$ cat src/rtl/mfrp_pkg.sv
`default_nettype none
package mfrp_pkg;

  localparam int DEF_MAX_WIDTH  = 1024;
  localparam int DEF_MAX_WINDOW = 7;
  localparam int DEF_MAX_HEIGHT = 4096;

  localparam int PIX_W      = 8;
  localparam int CFG_IDX_W  = 2;
  localparam int CFG_DATA_W = 13;
  localparam int REG_WIDTH_W  = 11;
  localparam int REG_HEIGHT_W = 13;
  localparam int REG_WINDOW_W = 3;

  localparam logic [REG_WIDTH_W-1:0]  RST_WIDTH  = 11'd640;
  localparam logic [REG_HEIGHT_W-1:0] RST_HEIGHT = 13'd480;
  localparam logic [REG_WINDOW_W-1:0] RST_WINDOW = 3'd3;

  typedef enum logic [CFG_IDX_W-1:0] {
    REG_IMAGE_WIDTH  = 2'd0,
    REG_IMAGE_HEIGHT = 2'd1,
    REG_WIN_SIDE     = 2'd2
  } reg_index_t;

  localparam logic KIND_PIXEL = 1'b0;
  localparam logic KIND_DRAIN = 1'b1;

  typedef struct packed {
    logic push;
    logic start;
  } sel_cmd_t;

endpackage
`default_nettype wire

$ cat src/rtl/mfrp_select.sv
`default_nettype none
module mfrp_select #(
  parameter int NWIN = 49,
  parameter int CNTW = 6
) (
  input  wire logic                     clk,
  input  wire logic                     rst,
  input  wire mfrp_pkg::sel_cmd_t       cmd,
  input  wire logic [mfrp_pkg::PIX_W-1:0] push_data,
  input  wire logic [CNTW-1:0]          count,
  output logic                          done,
  output logic [mfrp_pkg::PIX_W-1:0]    result
);
  import mfrp_pkg::*;

  localparam int BCW = $clog2(PIX_W + 1);

  logic [PIX_W-1:0] win [NWIN];
  logic [NWIN-1:0]  active;
  logic [NWIN-1:0]  msb_vec;
  logic [NWIN-1:0]  init_mask;
  logic [CNTW-1:0]  rank;
  logic [CNTW-1:0]  zeros;
  logic [BCW-1:0]   bits;
  logic             busy;
  logic             take_zero;

  // count candidates whose current bit is zero
  always_comb begin
    zeros = '0;
    for (int i = 0; i < NWIN; i++) begin
      msb_vec[i]   = win[i][PIX_W-1];
      init_mask[i] = (32'(i) < 32'(count));
      zeros        = zeros + CNTW'(active[i] & ~win[i][PIX_W-1]);
    end
    take_zero = (rank < zeros);
  end

  always_ff @(posedge clk) begin
    if (cmd.push) begin
      win[0] <= push_data;
      for (int i = 1; i < NWIN; i++) win[i] <= win[i-1];
    end else if (busy) begin
      for (int i = 0; i < NWIN; i++) win[i] <= {win[i][PIX_W-2:0], 1'b0};
    end
  end

  always_ff @(posedge clk) begin
    if (rst) begin
      busy <= 1'b0;
      done <= 1'b0;
    end else begin
      done <= 1'b0;
      if (cmd.start) begin
        busy   <= 1'b1;
        active <= init_mask;
        rank   <= count >> 1;
        bits   <= BCW'(PIX_W);
      end else if (busy) begin
        result <= {result[PIX_W-2:0], ~take_zero};
        if (take_zero) begin
          active <= active & ~msb_vec;
        end else begin
          rank   <= rank - zeros;
          active <= active & msb_vec;
        end
        bits <= bits - BCW'(1);
        if (bits == BCW'(1)) begin
          busy <= 1'b0;
          done <= 1'b1;
        end
      end
    end
  end

endmodule
`default_nettype wire

$ cat config.mk
export PLATFORM = sky130hd
export DESIGN_NAME = mfrp_select
export DESIGN_NICKNAME = d
export VERILOG_FILES = /design/src/rtl/mfrp_pkg.sv /design/src/rtl/mfrp_select.sv
export SDC_FILE = /design/constraint.sdc
export NUM_CORES = 1
export LEC_CHECK = 0
export BUFFER_PORTS_ARGS = -buffer_cell sky130_fd_sc_hd__buf_4
export CORE_UTILIZATION = 40
export DETAILED_ROUTE_END_ITERATION = 8
export PLACE_DENSITY_LB_ADDON = 0.05
export SLEW_MARGIN = 10
export SYNTH_ARGS = -nofsm -noshare
export SYNTH_HDL_FRONTEND = slang
export SYNTH_SLANG_ARGS = --single-unit
$ cat constraint.sdc
create_clock -name clk -period 10.1 [get_ports clk]
set_clock_uncertainty 0.05 [all_clocks]
set_input_delay 0.505 -clock clk [delete_from_list [all_inputs] [get_ports clk]]
set_output_delay 0.505 -clock clk [all_outputs]
set_load 0.03 [all_outputs]
# After elaboration in Yosys (flattened, before gate mapping)
# Memory sizes are Yosys's and may differ from the RTL's.
# Index checks and enable logic that the tools add are counted.
dict set report classes {
  addsub 50
  order_cmp 50
  n_eq_ne 2
  n_mux 65
  n_bitwise 154
  n_reduce_logical 5
}
# cell count
set op_table {}
lappend op_table {{$mux 8} 49}
lappend op_table {{$and 1x6->6} 49}
lappend op_table {{$not 1->6} 49}
lappend op_table {{$add 6x6->6} 48}
lappend op_table {{$mux 49} 3}
lappend op_table {{$lt 6x6->1 const A} 17}
lappend op_table {{$and 49x49->49} 2}
lappend op_table {{$lt 5x6->1 const A} 16}
lappend op_table {{$not 49->49} 1}
lappend op_table {{$or 1x1->1} 49}
lappend op_table {{$lt 4x6->1 const A} 8}
lappend op_table {{$lt 3x6->1 const A} 4}
lappend op_table {{$lt 1x6->1 const A} 2}
lappend op_table {{$lt 2x6->1 const A} 2}
lappend op_table {{$mux 6} 2}
lappend op_table {{$mux 1} 9}
lappend op_table {{$lt 6x6->1} 1}
lappend op_table {{$reduce_and 3->1} 2}
lappend op_table {{$sub 6x6->6} 1}
lappend op_table {{$mux 5} 1}
lappend op_table {{$eq 4x1->1 const B} 1}
lappend op_table {{$mux 4} 1}
lappend op_table {{$not 1->1} 4}
lappend op_table {{$sub 4x1->4 const B} 1}
lappend op_table {{other kinds (4)} 4}
dict set report totals {
  regBits 69
  mem_bits_rw 392
  input_bits 18
  out_inout_bits 9
  memories 1
}
# memory words width rd rd_clocked_by_memory_dff write_ports line_no
set mem_list {}
lappend mem_list {win 49 8 49 0 49 mfrp_select.sv:18} ;# logic [PIX_W-1:0] win [NWIN];

# Longest topological paths before layout
# Gate-level depths: netlist of the first run.
# An unclocked memory read counts as a cell.
dict set report depth {
  ltp_word 55
  depth_mapped 28
}

# Least setup slack after synthesis of the first run
# OpenSTA, ideal clock, no wires.
dict set report synth_path {
  path_kind {register to register}
  start {mem win[17][7], in the netlist win[0][143]}
  end {reg rank[0], enable pin}
  setup_time_ns 0.350
  t_arrival_ns 6.836
  required_ns 9.700
  slack_ns 2.864
  stages_incl_launch_ff 27
  n_path_buf 1
  cell_sequence {edfxtp_1 -> nand2b_1 -> fa_1 -> fa_1 -> inv_1 -> fa_1 -> inv_1 -> fa_1 -> fa_1 -> fa_1 -> inv_1 -> fa_1 -> fa_1 -> inv_1 -> fa_1 -> inv_1 -> a21o_1 -> a21oi_1 -> xor2_1 -> ha_1 -> o21ai_0 -> o21ba_2 -> o22ai_4 -> inv_4 -> buf_2 -> a21oi_1 -> nor2_1}
}
# item line_no
set synth_rtl {}
lappend synth_rtl {{start, declared} mfrp_select.sv:18}
lappend synth_rtl {{end signal, assigned} mfrp_select.sv:57} ;# rank <= count >> 1;
lappend synth_rtl {{end signal, assigned} mfrp_select.sv:64} ;# rank <= rank - zeros;
lappend synth_rtl {{end, declared} mfrp_select.sv:22} ;# logic [CNTW-1:0] rank;

==> results of run 1 <==
[stage by stage]
| step | instances | hold slack, ns | area, sq um | utilization, % |
|---|---|---|---|---|
| global route | 2207 | 0.06154 | 23520 | 45.39 |
| finish | 2207 | 0.05787 | 23520 | 45.39 |
| global placement | 2112 | 0.3874 | 21890 | 42.24 |
| detailed placement | 2112 | 0.3939 | 21890 | 42.24 |
| CTS | 2207 | 0.008569 | 23520 | 45.38 |
| floorplan | 1498 | 0.3761 | 21170 | - |
[final cells by class]
cell class                      count  area share, %
Tap cell                          680          3.617
Clock buffer                       79          6.218
Clock inverter                     16         0.7022
Sequential cell                   461          57.36
Inverter                           75          1.208
Timing Repair Buffer               41          1.447
Multi-Input combinational cell    855          29.44
[synthesized netlist by cell type (3+ instances only)]
| library cell | instances |
|---|---|
| o311ai_1 | 8 |
| nand2b_1 | 63 |
| o31ai_1 | 16 |
| a21o_1 | 3 |
| nand4_1 | 12 |
| clkbuf_1 | 53 |
| o311ai_2 | 6 |
| nor3_1 | 9 |
| ha_1 | 17 |
| mux2i_1 | 3 |
| a22o_1 | 198 |
| a31o_2 | 11 |
| mux2_2 | 113 |
| or2_2 | 3 |
| or3_1 | 4 |
| nor2_1 | 40 |
| nor2b_1 | 16 |
| inv_1 | 72 |
| o211ai_1 | 7 |
| buf_6 | 3 |
| nand3_1 | 10 |
| edfxtp_1 | 426 |
| o21a_1 | 3 |
| xnor2_1 | 34 |
| buf_2 | 48 |
| and3_1 | 10 |
| a21oi_1 | 20 |
| nand2_1 | 84 |
| o21ai_0 | 90 |
| dfxtp_1 | 35 |
| and2_1 | 16 |
| fa_1 | 41 |
[worst max-delay path, delay by kind of cell, from the launching register on]
family,cells,cell delay (ns)
compound gates,6,0.93
flops,1,0.42
fa+ha+maj,10,4.63
simple gates,2,0.61
buf+inv,6,0.66
xor+xnor,1,0.10
[worst min path at each step]
stage / end / slack, ns / depth (start not counted)
5_1_grt: win[0][0]$_SDFFE_PP0P_ / 0.06 / 3
3_3_place_gp: result[7]$_DFFE_PP_ / 0.39 / 0
3_5_place_dp: win[0][72]$_SDFFE_PP0P_ / 0.39 / 2
2_1_floorplan: win[0][256]$_SDFFE_PP0P_ / 0.38 / 2
4_1_cts: win[0][0]$_SDFFE_PP0P_ / 0.009 / 3
6_report: win[0][0]$_SDFFE_PP0P_ / 0.06 / 3
[cell families after synthesis]
family / after synthesis / synth area share, %
DFF: 461 / 63.75
adders and majority gates: 58 / 4.883
AOI/OAI and AO/OA: 375 / 13.67
muxes: 116 / 6.154
and+or+nand+nor: 270 / 6.408
xor gates and xnor gates: 36 / 1.490
buffers and inverters: 182 / 3.647
[state kept, by name, summed over array words and instances, names as in the netlist]
| register | cells |
|---|---|
| active | 49 |
| busy | 1 |
| rank | 6 |
| done | 1 |
| bits | 4 |
| result | 8 |
| win | 392 |
[metal layers]
layer | global-route usage, % | vias up | share of wire (%) | wire length [um]
met5 | 0 | - | 0 | 0
met4 | 5.119 | 0 | 2.0 | 854
met3 | 2.628 | 59 | 3.8 | 1612
met2 | 25.07 | 170 | 46 | 19320
met1 | 22.38 | 5947 | 48 | 20140
li1 | - | 5651 | - | -
==> metrics, run 1 <==
Hold Crit Start push_data[0]; drt via density 5.359; setup TNS 0 ns; postcts setup bufs 0; #FFs+latches synth 461; end of the worst register-to-register path rank[2]$_DFFE_PP_; highest clock rate 128.9 MHz; dpl ws 2.345 ns; Residual DRC 0; # clock sinks 461; Seq. cell area 0.01349 sq mm; Final GP Congestion 0.8044; Die Area 0.05384 sq mm; Synth area leader edfxtp_1; filler cell count 4607; crit share post-route 76.79%; Slew headroom 25.64%; fin. max-slew vios 0; Top Ports 27; crit path from win[0][143]$_DFFE_PP_; Post-synth top flop edfxtp_1; P&R area growth vs syn 11.12%; Die X-Extent 232.0 um; initial antenna violation count 0; footprint of the multi-input gates 0.006925 sq mm; syn_area_per_cell 14.13 sq um; antenna fix cells 0; Crit. End Element flip-flop; setup violators final 0; sequential fraction of the synthesis area 63.75%; clk slew on worst S/H paths 0.06 ns; post-CTS resize count 0; later-pin clock latency in the skew report 0.59 ns; CTS Buf Count 52; distinct cell type count after synthesis 51; GRT Total Usage 15.91%; Die Span Y 232.0 um; slowest stage delay, CP 0.54 ns; Mapped Cells 1498; DPL Wire Length 24730 um; WL final 41930 um; TritonCTS clock tree built; Starting Density 40.85%; crit start category flip-flop; most frequent cells in the layout edfxtp_1 (426), a22o_1 (198), mux2_2 (113); Setup Crit Path Kind reg2reg; Crit Path Max Fanout 37; Worst R2R Start win[0][143]$_DFFE_PP_; CORE AREA 0.05182 sq mm; crit path capture rank[2]$_DFFE_PP_; worst reg2reg setup slack 2.34 ns; Final min period 7.756 ns; Vias 11830; most used cell, CP fa_1; vias in the first global route 12290; first-pass GRT wire length 68280 um; Syn Nets 1574; Required @ worst endpoint 10.27 ns; average wire per standard cell 19.00 um; CTS Buffer Depth 3; Worst-Margin Slew 1.115 ns; Max Cap Viol 0; Post-synth EDFFs 426; post-route ant nets 0; status finished clean; FF-to-FF path depth 25; Synth async-reset ratio 0%; port buffer count 26; area share of the largest cell type after synthesis 60.44%; Worst EP arrival 7.93 ns; final setup margin 2.344 ns; layout cells sized above 1 16.44%; largest cells by area after synthesis edfxtp_1 (60%), a22o_1 (8.2%), mux2_2 (6.0%), fa_1 (3.9%), dfxtp_1 (3.3%); hold buffers post-CTS 0; synthesized area 0.02117 sq mm; remaining global-route overflow 0; DRT iter0 DRCs 907; row cnt 83; commonest non-fill, non-tap cell in the layout edfxtp_1; RSZ-0062 raised after global routing no; Critical-path top delay cell fa_1; H-tree depth 2; TritonRoute pass-1 iters 5; Final Hold Fails 0; Final nets 1562; Ys Warns 0; CTS root buf clkbuf_16; largest net degree at the start of global routing 207; Hold/Removal Path Class in2reg
Power of run 1 is not shown: default switching activity piles up to over one toggle a cycle in this logic, so the estimate is an artifact.
==> run 2, diff against run 1 <==
==> constraint.sdc (replaced) <==
create_clock -name clk -period 7 [get_ports clk]
set_clock_uncertainty 0.05 [all_clocks]
set_input_delay 0.35 -clock clk [delete_from_list [all_inputs] [get_ports clk]]
set_output_delay 0.35 -clock clk [all_outputs]
set_load 0.03 [all_outputs]
==> metrics, run 2 (synthesized netlist as in run 1, its figures left out) <==
Final min period 6.937 ns (-0.8187 ns); Required @ worst endpoint 7.23 ns (-3.04 ns); status finished clean; most used cell, CP fa_1; Die Span Y 232.0 um (unchanged); Critical-path top delay cell fa_1; RSZ-0062 raised after global routing yes; Setup Crit Path Kind reg2reg; setup violators final 0 (unchanged); most frequent cells in the layout edfxtp_1 (426), a22o_1 (198), mux2_2 (113); post-route ant nets 0 (unchanged); Largest register FFs 392 (unchanged); Top Ports 27 (unchanged); layout cells sized above 1 23.20% (+6.8 points); final setup margin 0.06283 ns (-2.281 ns); crit share post-route 99.10% (+22 points); vias in the first global route 12370 (+0.68%); Crit Path Max Fanout 7 (-81%); clk slew on worst S/H paths 0.06 ns (about the same); drt via density 5.319 (-0.74%); DPL Wire Length 25100 um (+1.5%); Vias 12120 (+2.5%); antenna fix cells 0 (unchanged); CORE AREA 0.05182 sq mm (unchanged); H-tree depth 2 (unchanged); Starting Density 40.85% (unchanged); filler cell count 4574 (-0.72%); average wire per standard cell 18.96 um (-0.21%); later-pin clock latency in the skew report 0.61 ns (+0.02 ns); fin. max-slew vios 0 (unchanged); Die X-Extent 232.0 um (unchanged); dpl ws -0.2486 ns (-2.593 ns); Die Area 0.05384 sq mm (unchanged); DRT iter0 DRCs 924 (+1.9%); Worst EP arrival 7.17 ns (-0.76 ns); Max Cap Viol 0 (unchanged); placed cell areas 0.02236 sq mm (+2.2%); GRT Total Usage 16.30% (+0.39 points); slowest stage delay, CP 0.54 ns (about the same); crit path buf inv count 7 (+1); first-pass GRT wire length 69710 um (+2.1%); WHS 0.1221 ns (+0.06419 ns); design area 0.02459 sq mm (+4.6%); Final GP Congestion 0.8320 (+3.4%); TritonCTS clock tree built; delay-heaviest family, CP adder cells; highest clock rate 144.2 MHz (+12%); TritonRoute pass-1 iters 5 (unchanged); Top Registers win x392, active x49, result x8; Residual DRC 0 (unchanged); crit start category flip-flop; Final nets 1633 (+4.5%); WL final 43200 um (+3.0%); commonest non-fill, non-tap cell in the layout edfxtp_1; initial antenna violation count 1 (+1); P&R area growth vs syn 16.20%; CTS Buffer Depth 3 (unchanged); Worst-Margin Slew 1.021 ns (-0.09452 ns); CTS root buf clkbuf_16; Slew headroom 31.78% (+6.1 points); largest net degree at the start of global routing 172 (-17%); most flop-heavy register win; Crit. End Element flip-flop; Final Hold Fails 0 (unchanged); # clock sinks 461 (unchanged); Hold/Removal Path Class in2reg; CTS Buf Count 52 (unchanged); row cnt 83 (unchanged); remaining global-route overflow 0 (unchanged); port buffer count 26 (unchanged)
[run 2: cell types whose count changed in the layout (fill, tap and decap cells not counted), moves of 5 or more]
cell           change
nand2b_1           -6
xnor2_1           -19
o31ai_1            -5
fa_1               -5
clkbuf_1          -13
clkinv_2           +7
buf_12             +6
xnor2_2           +18
nand2b_4           +6
dlygate4sd3_1      +9
buf_4             +51
fa_2               +5
o31ai_2            +5
[run 2: stage by stage]
step | setup TNS [ns] | instances | utilization (%)
floorplan | 0 | 1498 | -
global placement | -4.978 | 2163 | 43.15
detailed placement | -8.357 | 2163 | 43.15
CTS | -0.4047 | 2276 | 47.08
global route | -7.377 | 2279 | 47.46
finish | 0 | 2279 | 47.46
[run 2: cell type report]
cell class	count	area [sq um]	share of cell area, %
sequential	461	13490	54.86
clock buffer	69	1455	5.916
multi-input combinational	855	7236	29.42
timing repair buffer	112	1006	4.090
clock inverter	27	270.3	1.099
inverter	75	284.0	1.155
tap	680	850.8	3.459
[run 2: path summary, 6_finish.rpt]
| check | cells past startpoint | endpoint | slack [ns] | start |
|---|---|---|---|---|
| worst min-delay path | 2 | bits[2]$_SDFFCE_PP0P_ | 0.12 | cmd[0] |
| worst max register to register | 26 | active[0]$_DFFE_PP_ | 0.06 | win[0][335]$_DFFE_PP_ |
| worst max-delay path | 26 | active[0]$_DFFE_PP_ | 0.06 | win[0][335]$_DFFE_PP_ |
| worst min register to register | 0 | result[7]$_DFFE_PP_ | 0.40 | result[6]$_DFFE_PP_ |
[run 2: what timing repair did]
action / CTS / global route
hold buffers: 9 / 0
endpoints found under the setup margin: 55 / 57
hold endpoints to repair: 9 / 0
buffers inserted: 6 / 4
cloned: 2 / 0
pin swaps: 19 / 17
resized for setup: 31 / 31
[run 2: metal layers]
metal	GRT usage (%)	wire length (um)	vias to the layer above
met2	25.79	20140	169
met1	23.01	20710	6092
met4	4.235	843	0
met5	0	0	-
met3	2.984	1512	69
li1	-	-	5793
[run 2: worst register-to-register path, stage by stage (launching register included)]
cell      delay, ns
edfxtp_1       0.38
nand2b_4       0.16
fa_1           0.54
inv_1          0.05
fa_1           0.47
inv_1          0.05
fa_1           0.49
fa_1           0.52
fa_1           0.51
fa_1           0.49
inv_1          0.05
fa_1           0.45
fa_2           0.38
inv_2          0.07
fa_2           0.20
inv_2          0.03
a21o_1         0.17
a21oi_2        0.13
xor2_1         0.16
ha_1           0.26
o21ai_1        0.08
o21ba_4        0.18
o22ai_4        0.18
buf_12         0.19
buf_12         0.17
xnor2_2        0.12
o311ai_1       0.10
Power of run 2 is left out for the same reason.
==> run 3, diff against run 2 <==
--- a/config.mk
+++ b/config.mk
@@ -8,7 +8,7 @@
 export BUFFER_PORTS_ARGS = -buffer_cell sky130_fd_sc_hd__buf_4
 export CORE_UTILIZATION = 40
 export DETAILED_ROUTE_END_ITERATION = 8
-export PLACE_DENSITY_LB_ADDON = 0.05
+export PLACE_DENSITY = 0.62
 export SLEW_MARGIN = 10
 export SYNTH_ARGS = -nofsm -noshare
 export SYNTH_HDL_FRONTEND = slang
==> metrics, run 3 (synthesized netlist as in run 1, its figures left out) <==
drt via density 5.335 (+0.29%); CTS root buf clkbuf_16; row cnt 83 (unchanged); Worst EP arrival 7.46 ns (+0.29 ns); Crit Path Max Fanout 6 (-1); Final min period 7.156 ns (+0.2189 ns); most flop-heavy register win; # clock sinks 461 (unchanged); Residual DRC 0 (unchanged); TritonRoute pass-1 iters 5 (unchanged); status finished with violations; failing checks negative setup slack; number of stages on the worst setup path 24 (-7.7%); Die Area 0.05384 sq mm (unchanged); Worst-Margin Slew 1.051 ns (+0.03018 ns); Final Hold Fails 0 (unchanged); Top Registers win x392, active x49, result x8; RSZ-0062 raised after global routing yes; initial antenna violation count 0 (-1); Die Span Y 232.0 um (unchanged); setup TNS -3.117 ns (-3.117 ns); Slew headroom 29.93% (-1.9 points); Starting Density 40.85% (unchanged); Hold/Removal Path Class in2reg; vias in the first global route 11970 (-3.2%); Top Ports 27 (unchanged); crit share post-route 102.2% (+3.1 points); Max Cap Viol 0 (unchanged); CTS Buf Count 49 (-5.8%); CORE AREA 0.05182 sq mm (unchanged); Final GP Congestion 0.8776 (+5.5%); FF-to-FF path depth 24 (-7.7%); Required @ worst endpoint 7.30 ns (+0.07 ns); commonest non-fill, non-tap cell in the layout edfxtp_1; Vias 12130 (+0.074%); WL final 40590 um (-6.0%); slowest stage delay, CP 0.55 ns (about the same); crit start category flip-flop; largest net degree at the start of global routing 207 (+20%); Setup Crit Path Kind reg2reg; filler cell count 4475 (-2.2%); fin. max-slew vios 0 (unchanged); TritonCTS clock tree built; post-route ant nets 0 (unchanged); P&R area growth vs syn 15.01%; Crit. End Element flip-flop; highest clock rate 139.7 MHz (-3.1%); Critical-path top delay cell fa_1; hold path cells 2 (unchanged); DPL Wire Length 24140 um (-3.8%); later-pin clock latency in the skew report 0.59 ns (-0.02 ns); average wire per standard cell 17.85 um (-5.8%); first-pass GRT wire length 65120 um (-6.6%); Final nets 1632 (-0.061%); remaining global-route overflow 0 (unchanged); GRT Total Usage 15.22% (-1.1 points); CTS Buffer Depth 3 (unchanged); most frequent cells in the layout edfxtp_1 (426), a22o_1 (198), mux2_2 (113); delay-heaviest family, CP adder cells; most used cell, CP fa_1; layout cells sized above 1 22.71% (-0.49 points); setup violators final 40 (+40); crit path buf inv count 8 (+1); DRT iter0 DRCs 1053 (+14%); antenna fix cells 0 (unchanged); clk slew on worst S/H paths 0.06 ns (about the same); final setup margin -0.1561 ns (-0.2189 ns); Die X-Extent 232.0 um (unchanged); port buffer count 26 (unchanged); worst path cell trace inv_2 -> nor2_2 -> fa_1 -> inv_2 -> fa_1 -> inv_2 -> fa_1 -> inv_2 -> fa_1 -> fa_1 -> fa_1 -> inv_1 -> fa_1 -> fa_2 -> inv_2 -> fa_2 -> fa_2 -> a21o_1 -> o21ba_4 -> o22ai_4 -> clkinv_4 -> buf_12 -> xnor2_4 -> a31o_2; H-tree depth 2 (unchanged); Largest register FFs 392 (unchanged)
==> run 3: cell types whose count changed in the layout (fill, tap and decap cells not counted), sizes merged <==
cell	previous run	this run
dlygate4sd3	9	4
clkinvlp	1	4
inv	75	73
bufinv	4	1
buf	103	108
clkinv	22	23
clkbuf	69	65
==> run 3: per-stage QoR <==
step	area [sq um]	utilization [%]	setup WS, ns	hold WS, ns	std cells
after floorplan	21220	-	0.01066	0.3724	1498
after global placement	22360	43.15	-0.1639	0.3838	2163
after detailed placement	22360	43.15	-0.2367	0.3918	2163
after CTS	24160	46.61	-0.1098	0.001454	2269
after global routing	24340	46.98	-0.3261	0.005252	2274
final	24340	46.98	-0.1561	0.03594	2274
==> run 3: timing repair <==
item / in CTS / in global routing
buffers inserted: 11 / 3
pin swaps: 22 / 15
hold buffers: 4 / 0
hold endpoints to repair: 4 / 0
setup endpoints to repair: 55 / 55
gates cloned: 2 / 2
resized for setup: 25 / 21
==> run 3: layout make-up <==
class	instances	area [sq um]	share of cell area, %
tap	680	850.8	3.495
clock inverter	26	197.7	0.8121
sequential	461	13490	55.43
clock buffer	63	1319	5.417
multi-input combinational	855	7137	29.32
timing repair buffer	114	1060	4.353
inverter	75	286.5	1.177
==> run 3: worst reg2reg max path, cell delays in order (launching register included) <==
cell and delay (ns):
edfxtp_1 0.38, inv_2 0.08, nor2_2 0.05, fa_1 0.55
inv_2 0.04, fa_1 0.55, inv_2 0.05, fa_1 0.51
inv_2 0.04, fa_1 0.48, fa_1 0.51, fa_1 0.49
inv_1 0.05, fa_1 0.47, fa_2 0.39, inv_2 0.07
fa_2 0.45, fa_2 0.36, a21o_1 0.21, o21ba_4 0.23
o22ai_4 0.17, clkinv_4 0.17, buf_12 0.20, xnor2_4 0.13
a31o_2 0.24
==> run 3: final timing paths <==
path,startpoint,end,slack [ns]
max,active[27]$_DFFE_PP_,active[6]$_DFFE_PP_,-0.16
min,push_data[4],win[0][4]$_DFFE_PP_,0.04
max reg2reg,active[27]$_DFFE_PP_,active[6]$_DFFE_PP_,-0.16
min reg2reg,win[0][24]$_SDFFE_PP0P_,win[0][32]$_SDFFE_PP0P_,0.40
==> run 3: per-layer routing <==
metal  vias to the layer above  global-route usage (%)  share of wire (%)
met5                         -                       0                  0
met3                        71                   2.763                3.6
li1                       5802                       -                  -
met2                       191                   23.73                 47
met4                         0                   5.345                2.7
met1                      6068                   21.29                 47
Power of run 3 is left out for the same reason.
